[src/rtl/nrbf_pkg.sv]
// Shared types and constants for the normalized RBF evaluator.
package nrbf_pkg;

    localparam int NUM_CENTERS = 8;
    localparam int IDX_W       = $clog2(NUM_CENTERS);
    localparam int NUM_W       = 34 + $clog2(NUM_CENTERS);
    localparam int DEN_W       = 17 + $clog2(NUM_CENTERS);

    localparam int DIV_NW = 52;
    localparam int DIV_DW = 33;
    localparam int DIV_QW = 32;

    localparam logic [1:0] OP_LOAD_CENTER = 2'd0;
    localparam logic [1:0] OP_LOAD_WEIGHT = 2'd1;
    localparam logic [1:0] OP_EVAL        = 2'd2;

    localparam logic [2:0] STS_OK        = 3'd0;
    localparam logic [2:0] STS_SAT       = 3'd1;
    localparam logic [2:0] STS_NO_WEIGHT = 3'd2;
    localparam logic [2:0] STS_EQ_CENTER = 3'd3;
    localparam logic [2:0] STS_ZERO_SUM  = 3'd4;

    localparam logic [15:0] L_RESET     = 16'd2839;
    localparam logic [30:0] ONE_Q30     = 31'd1073741824;
    localparam logic [28:0] EXP_M1_Q30  = 29'd395007543;
    localparam logic [3:0]  TAYLOR_LAST = 4'd13;

    typedef enum logic [4:0] {
        DP_NOP,
        DP_ACCEPT,
        DP_ERR,
        DP_INIT,
        DP_RD_CJ,
        DP_D2,
        DP_DX2,
        DP_MUL_L,
        DP_DIVE_GO,
        DP_DIVE_WAIT,
        DP_TMUL,
        DP_TDIV_GO,
        DP_TDIV_WAIT,
        DP_EMUL,
        DP_PHI,
        DP_WMUL,
        DP_ACC,
        DP_ABSMUL,
        DP_FDIV_GO,
        DP_FDIV_WAIT
    } dp_op_t;

    typedef struct packed {
        dp_op_t     op;
        logic [2:0] code;
    } dp_cmd_t;

    typedef struct packed {
        logic mask_full;
        logic eq_centers;
        logic div_done;
        logic e_big;
        logic k_last;
        logic n_done;
        logic i_last;
        logic den_zero;
    } dp_stat_t;

    typedef enum logic [4:0] {
        S_IDLE,
        S_CHECK,
        S_RD_CJ,
        S_D2,
        S_DX2,
        S_MUL_L,
        S_DIVE_GO,
        S_DIVE_WAIT,
        S_TMUL,
        S_TDIV_GO,
        S_TDIV_WAIT,
        S_EMUL,
        S_PHI,
        S_WMUL,
        S_ACC,
        S_FIN,
        S_ABSMUL,
        S_FDIV_GO,
        S_FDIV_WAIT,
        S_DONE
    } ctrl_state_t;

endpackage

[src/rtl/nrbf_ctrl.sv]
// Controller state machine sequencing the datapath.
module nrbf_ctrl
(
    input  logic                clk,
    input  logic                rst_n,
    input  logic                start,
    input  logic [1:0]          op,
    input  nrbf_pkg::dp_stat_t stat,
    output nrbf_pkg::dp_cmd_t  cmd,
    output logic                busy,
    output logic                done
);

    nrbf_pkg::ctrl_state_t state_reg, state_next;

    always_comb
    begin
        state_next = state_reg;
        unique case (state_reg)
            nrbf_pkg::S_IDLE:
                if (start && op == nrbf_pkg::OP_EVAL)
                    state_next = nrbf_pkg::S_CHECK;
            nrbf_pkg::S_CHECK:
                if (!stat.mask_full || stat.eq_centers)
                    state_next = nrbf_pkg::S_DONE;
                else
                    state_next = nrbf_pkg::S_RD_CJ;
            nrbf_pkg::S_RD_CJ:   state_next = nrbf_pkg::S_D2;
            nrbf_pkg::S_D2:      state_next = nrbf_pkg::S_DX2;
            nrbf_pkg::S_DX2:     state_next = nrbf_pkg::S_MUL_L;
            nrbf_pkg::S_MUL_L:   state_next = nrbf_pkg::S_DIVE_GO;
            nrbf_pkg::S_DIVE_GO: state_next = nrbf_pkg::S_DIVE_WAIT;
            nrbf_pkg::S_DIVE_WAIT:
                if (stat.div_done)
                    state_next = stat.e_big ? nrbf_pkg::S_PHI : nrbf_pkg::S_TMUL;
            nrbf_pkg::S_TMUL:    state_next = nrbf_pkg::S_TDIV_GO;
            nrbf_pkg::S_TDIV_GO: state_next = nrbf_pkg::S_TDIV_WAIT;
            nrbf_pkg::S_TDIV_WAIT:
                if (stat.div_done)
                    state_next = stat.k_last ? nrbf_pkg::S_EMUL : nrbf_pkg::S_TMUL;
            nrbf_pkg::S_EMUL:
                if (stat.n_done)
                    state_next = nrbf_pkg::S_PHI;
            nrbf_pkg::S_PHI:     state_next = nrbf_pkg::S_WMUL;
            nrbf_pkg::S_WMUL:    state_next = nrbf_pkg::S_ACC;
            nrbf_pkg::S_ACC:
                state_next = stat.i_last ? nrbf_pkg::S_FIN : nrbf_pkg::S_RD_CJ;
            nrbf_pkg::S_FIN:
                state_next = stat.den_zero ? nrbf_pkg::S_DONE : nrbf_pkg::S_ABSMUL;
            nrbf_pkg::S_ABSMUL:  state_next = nrbf_pkg::S_FDIV_GO;
            nrbf_pkg::S_FDIV_GO: state_next = nrbf_pkg::S_FDIV_WAIT;
            nrbf_pkg::S_FDIV_WAIT:
                if (stat.div_done)
                    state_next = nrbf_pkg::S_DONE;
            nrbf_pkg::S_DONE:    state_next = nrbf_pkg::S_IDLE;
            default:             state_next = nrbf_pkg::S_IDLE;
        endcase
    end

    always_comb
    begin
        cmd.op   = nrbf_pkg::DP_NOP;
        cmd.code = nrbf_pkg::STS_OK;
        unique case (state_reg)
            nrbf_pkg::S_IDLE:
                if (start)
                    cmd.op = nrbf_pkg::DP_ACCEPT;
            nrbf_pkg::S_CHECK:
                if (!stat.mask_full)
                begin
                    cmd.op   = nrbf_pkg::DP_ERR;
                    cmd.code = nrbf_pkg::STS_NO_WEIGHT;
                end
                else if (stat.eq_centers)
                begin
                    cmd.op   = nrbf_pkg::DP_ERR;
                    cmd.code = nrbf_pkg::STS_EQ_CENTER;
                end
                else
                    cmd.op = nrbf_pkg::DP_INIT;
            nrbf_pkg::S_RD_CJ:     cmd.op = nrbf_pkg::DP_RD_CJ;
            nrbf_pkg::S_D2:        cmd.op = nrbf_pkg::DP_D2;
            nrbf_pkg::S_DX2:       cmd.op = nrbf_pkg::DP_DX2;
            nrbf_pkg::S_MUL_L:     cmd.op = nrbf_pkg::DP_MUL_L;
            nrbf_pkg::S_DIVE_GO:   cmd.op = nrbf_pkg::DP_DIVE_GO;
            nrbf_pkg::S_DIVE_WAIT: cmd.op = nrbf_pkg::DP_DIVE_WAIT;
            nrbf_pkg::S_TMUL:      cmd.op = nrbf_pkg::DP_TMUL;
            nrbf_pkg::S_TDIV_GO:   cmd.op = nrbf_pkg::DP_TDIV_GO;
            nrbf_pkg::S_TDIV_WAIT: cmd.op = nrbf_pkg::DP_TDIV_WAIT;
            nrbf_pkg::S_EMUL:      cmd.op = nrbf_pkg::DP_EMUL;
            nrbf_pkg::S_PHI:       cmd.op = nrbf_pkg::DP_PHI;
            nrbf_pkg::S_WMUL:      cmd.op = nrbf_pkg::DP_WMUL;
            nrbf_pkg::S_ACC:       cmd.op = nrbf_pkg::DP_ACC;
            nrbf_pkg::S_FIN:
                if (stat.den_zero)
                begin
                    cmd.op   = nrbf_pkg::DP_ERR;
                    cmd.code = nrbf_pkg::STS_ZERO_SUM;
                end
            nrbf_pkg::S_ABSMUL:    cmd.op = nrbf_pkg::DP_ABSMUL;
            nrbf_pkg::S_FDIV_GO:   cmd.op = nrbf_pkg::DP_FDIV_GO;
            nrbf_pkg::S_FDIV_WAIT: cmd.op = nrbf_pkg::DP_FDIV_WAIT;
            default:               cmd.op = nrbf_pkg::DP_NOP;
        endcase
    end

    assign busy = (state_reg != nrbf_pkg::S_IDLE);
    assign done = (state_reg == nrbf_pkg::S_DONE);

    always_ff @(posedge clk or negedge rst_n)
    begin
        if (!rst_n)
            state_reg <= nrbf_pkg::S_IDLE;
        else
            state_reg <= state_next;
    end

endmodule

[config.mk]
export PLATFORM = sky130hd
export DESIGN_NAME = nrbf_ctrl
export DESIGN_NICKNAME = d
export VERILOG_FILES = /design/src/rtl/nrbf_pkg.sv /design/src/rtl/nrbf_ctrl.sv
export SDC_FILE = /design/constraint.sdc
export NUM_CORES = 1
export LEC_CHECK = 0
export ABC_AREA = 1
export BUFFER_PORTS_ARGS = -buffer_cell sky130_fd_sc_hd__buf_4
export CORE_MARGIN = 2
export CORE_UTILIZATION = 50
export CTS_CLUSTER_DIAMETER = 50
export DETAILED_ROUTE_END_ITERATION = 10
export PLACE_DENSITY_LB_ADDON = 0.12
export SYNTH_ARGS = -nofsm -noshare
export SYNTH_HDL_FRONTEND = slang
export SYNTH_SLANG_ARGS = --single-unit
[constraint.sdc]
create_clock -name clk -period 1.6 [get_ports clk]
set_clock_uncertainty 0.05 [all_clocks]
set_input_delay 0 -clock clk [delete_from_list [all_inputs] [get_ports clk]]
set_output_delay 0 -clock clk [all_outputs]
set_load 0.1 [all_outputs]
==> impl_metrics.json, run 1 <==
{
  "dp_hpwl_mm": 1.65,
  "synth_warnings": 0,
  "failed_stage": "global routing",
  "postSynthAreaPerCell_sq_um": 5.88,
  "io_pins": 23,
  "postGrtWorstEndpoint": "cmd[5]",
  "rows": 13,
  "placed_cells": 159,
  "clock_sinks": 5,
  "h-tree-depth": 1,
  "port_buffers": 22,
  "die_height_microns": 42.3,
  "syn-num-nets": 138,
  "yosysTopAreaCell": "nand2_1",
  "synth.area.top_cells": "nand2_1, dfrtp_1, nor2_1, nand3_1, inv_1",
  "grt_max_degree": 10,
  "syn-instance-count": 125,
  "clk_path_buf_depth": 2,
  "ys_ff_latch": 5,
  "cts_buffers": 3,
  "synth_cell_types": 22,
  "initial_core_util_pct": 55.1,
  "synth_top_area_share_pct": 19.4,
  "status": "did not finish",
  "dp_slack_ns": -0.0168,
  "ys_seq_area_share_pct": 17.0,
  "routabilityCongestion": 0.938,
  "worstEpCategory": "primary output",
  "synth_area_sq_um": 734,
  "die_w_microns": 42.3,
  "tool.error": "[ERROR DPL-0038] Utilization greater than 100%, impossible to legalize",
  "clockRootBuffer": "clkbuf_4"
}
-- repair_timing --
item / in CTS
hold buffers: 2
endpoints found under the hold margin: 6
endpoints found under the setup margin: 8
resized for setup: 35
buffers inserted: 12
pin swaps: 4
-- Yosys cell counts --
master,n
nand3b_1,2
buf_6,3
nand3b_4,1
inv_2,8
nor2_2,5
nor2_4,3
nor2_1,20
o31ai_1,1
buf_4,1
a21oi_2,1
nand3_1,12
a31oi_1,1
nor3_1,3
nand2_1,38
inv_1,9
a21oi_1,1
nand3_2,3
or2_1,1
nand2_2,5
a32oi_1,1
o211ai_1,1
dfrtp_1,5
-- cell families after synthesis --
logic type             share of synthesized area (%)
buffers and inverters                           14.3
AO/OA/AOI/OAI                                   5.96
AND/OR/NAND/NOR                                 62.7
flip-flops                                      17.0
-- through the flow --
step                util (%)  cell area (sq um)  hold slack, ns
CTS                     88.9               1190          0.0321
detailed placement      69.6                928          -0.247
global placement        69.6                928          -0.248
floorplan                  -                778          -0.346
==> run 2: changes to the inputs <==
CORE_AREA = 2 2 63 65   (was unset)
CORE_MARGIN = unset   (was 2)
CORE_UTILIZATION = unset   (was 50)
CTS_CLUSTER_DIAMETER = unset   (was 50)
DIE_AREA = 0 0 65 67   (was unset)
PLACE_DENSITY_LB_ADDON = 0.15   (was 0.12)
==> run 2 against run 1 <==
Effect of this change:
- the flow now finishes, with violations (setup timing)
- synthesized cell count did not move
- area after synthesis stayed put
==> impl_metrics.json, run 2 <==
{
  "hold_violations": 0,
  "ant_nets": 0,
  "drv_cap": 0,
  "drtIter0Drc": 17,
  "die_area_sq_um": 4360,
  "synth-async-reset-ratio_pct": 100,
  "r2r_start": "state_reg[2]",
  "finalCritPeriodShare_pct": 101,
  "holdCritPathClass": "in -> async",
  "antenna_cells": 0,
  "synth_top_area_share_pct": 19.4,
  "fin_ws_ns": -0.0157,
  "violations": "setup timing",
  "port_buffers": 22,
  "synth_area_sq_um": 734,
  "cp-startpoint": "state_reg[0]",
  "grt_setup_unrepaired": "true",
  "grt_max_degree": 11,
  "io_pins": 23,
  "path_class": "reg -> out",
  "synth_warnings": 0,
  "finalNetCount": 180,
  "final_area_sq_um": 1310,
  "drt-total-wl_mm": 2.63,
  "dp_hpwl_mm": 2.00,
  "ys_ff_latch": 5,
  "die_height_microns": 67,
  "wire_per_inst_microns": 12.3,
  "h-tree-depth": 1,
  "vias": 921,
  "dr.pass1.iters": 4,
  "layout_common_cells": "nand2_1, buf_4, nor2_1, nand2_2",
  "ys.flop_type": "dfrtp_1",
  "largest_reg_flops": 5,
  "tightestPinTransition_ns": 0.364,
  "yosysTopAreaCell": "nand2_1",
  "syn-num-nets": 138,
  "drive_gt1_share_pct": 57.8,
  "clock_latency_ns": 0.22,
  "clock_sinks": 5,
  "ys_seq_area_share_pct": 17.0,
  "routabilityCongestion": 0.926,
  "path_max_fanout": 8,
  "critPathLaunchType": "flop",
  "slew-limit-headroom_pct": 75.6,
  "synth_common_cells": "nand2_1, nor2_1, nand3_1",
  "grt_antenna_before_repair": 0,
  "yosysMostFrequentCell": "nand2_1",
  "max_freq_ghz": 0.619,
  "cts_tree": "yes",
  "cp.required_ns": 1.55,
  "grt-ovfl-total": 0,
  "cp.arrival_ns": 1.57,
  "grt_pass1_vias": 907,
  "status": "finished, violations left",
  "rows": 22,
  "initial_core_util_pct": 20.4,
  "area_growth_pct": 78.5,
  "final_max_slew_viol_count": 0,
  "synth_cell_types": 22,
  "via_per_inst": 4.30,
  "track_usage_pct": 12.6,
  "path_clk_slew_ns": 0.04,
  "fin_crit_ns": 1.62,
  "clk_path_buf_depth": 2,
  "endpoint_kind": "primary output",
  "syn-instance-count": 125,
  "die_w_microns": 65,
  "drc": 0,
  "synth_edf_count": 0,
  "cts_buffers": 3,
  "setup-violations-final": 2,
  "postSynthAreaPerCell_sq_um": 5.88,
  "grt_pass1_wl_mm": 4.16,
  "n_fill_cell": 378,
  "coreArea_sq_um": 3610,
  "placed_area_sq_um": 1020,
  "clockRootBuffer": "clkbuf_8",
  "synth.area.top_cells": "nand2_1, dfrtp_1, nor2_1, nand3_1, inv_1"
}
-- run 2: path summary, 6_finish.rpt --
check | endpoint | slack (ns) | cells past startpoint
max | cmd[5] | -0.02 | 7
max in group asynchronous | state_reg[1] | 1.30 | 2
min in group clk | state_reg[4] | 0.15 | 3
min | state_reg[3] | 0.07 | 2
min reg2reg | state_reg[3] | 0.69 | 3
max reg2reg | state_reg[1] | 0.09 | 8
-- run 2: final cells by class --
cell class,count,area (sq um),area share [%]
Multi-Input combinational cell,99,619,47.2
Timing Repair Buffer,41,388,29.6
Sequential cell,5,131,10.0
Inverter,17,67.6,5.15
Tap cell,48,60.1,4.58
Clock buffer,4,45.0,3.44
-- run 2: what timing repair did --
item                                    4_1_cts  5_1_grt
gates resized for setup                      27       16
endpoints found under the hold margin         6        0
hold buffers                                  2        0
endpoints found under the setup margin        8       10
gates cloned                                  0        0
pin swaps                                     5        8
buffers inserted                              3        6
-- run 2: routing by layer --
layer / vias up / track usage [%] / wire [microns]
met5: - / 0 / 0
met2: 31 / 19.5 / 1230
li1: 473 / - / -
met3: 4 / 2.36 / 96
met4: 0 / 3.99 / 37
met1: 413 / 17.5 / 1270
-- run 2: per-stage QoR --
step           TNS, ns  hold WS, ns  worst slack (ns)  std cells  utilization [%]
6_report       -0.0251       0.0714           -0.0157        214             36.4
5_1_grt         -0.387       0.0781           -0.0738        214             36.4
4_1_cts              0       0.0697           0.00131        208             33.5
3_5_place_dp         0       -0.243            0.0312        199             28.3
3_3_place_gp         0       -0.243           0.00453        199             28.3
2_1_floorplan   -0.495       -0.346            -0.188        125                -
-- run 2: critical path, cell delays in order, from the launching register on --
cell,delay [ns]
dfrtp_2,0.48
nand2_4,0.13
nor2_4,0.07
nand2_1,0.10
nand2_2,0.08
nor3_2,0.20
nand3_2,0.10
buf_8,0.18
-- run 2: logic make-up (layout without fill, tap and decap cells) --
kind of cell           after synthesis  after routing  share of synthesized area (%)
and+or+nand+nor                     93             93                           62.7
DFF                                  5              5                           17.0
AOI/OAI and AO/OA                    6              6                           5.96
buffers and inverters               21             62                           14.3
Power of run 2 is left out: the tool's default activity adds up to more than one toggle a clock period on the data nets, which glitch-free logic cannot reach.
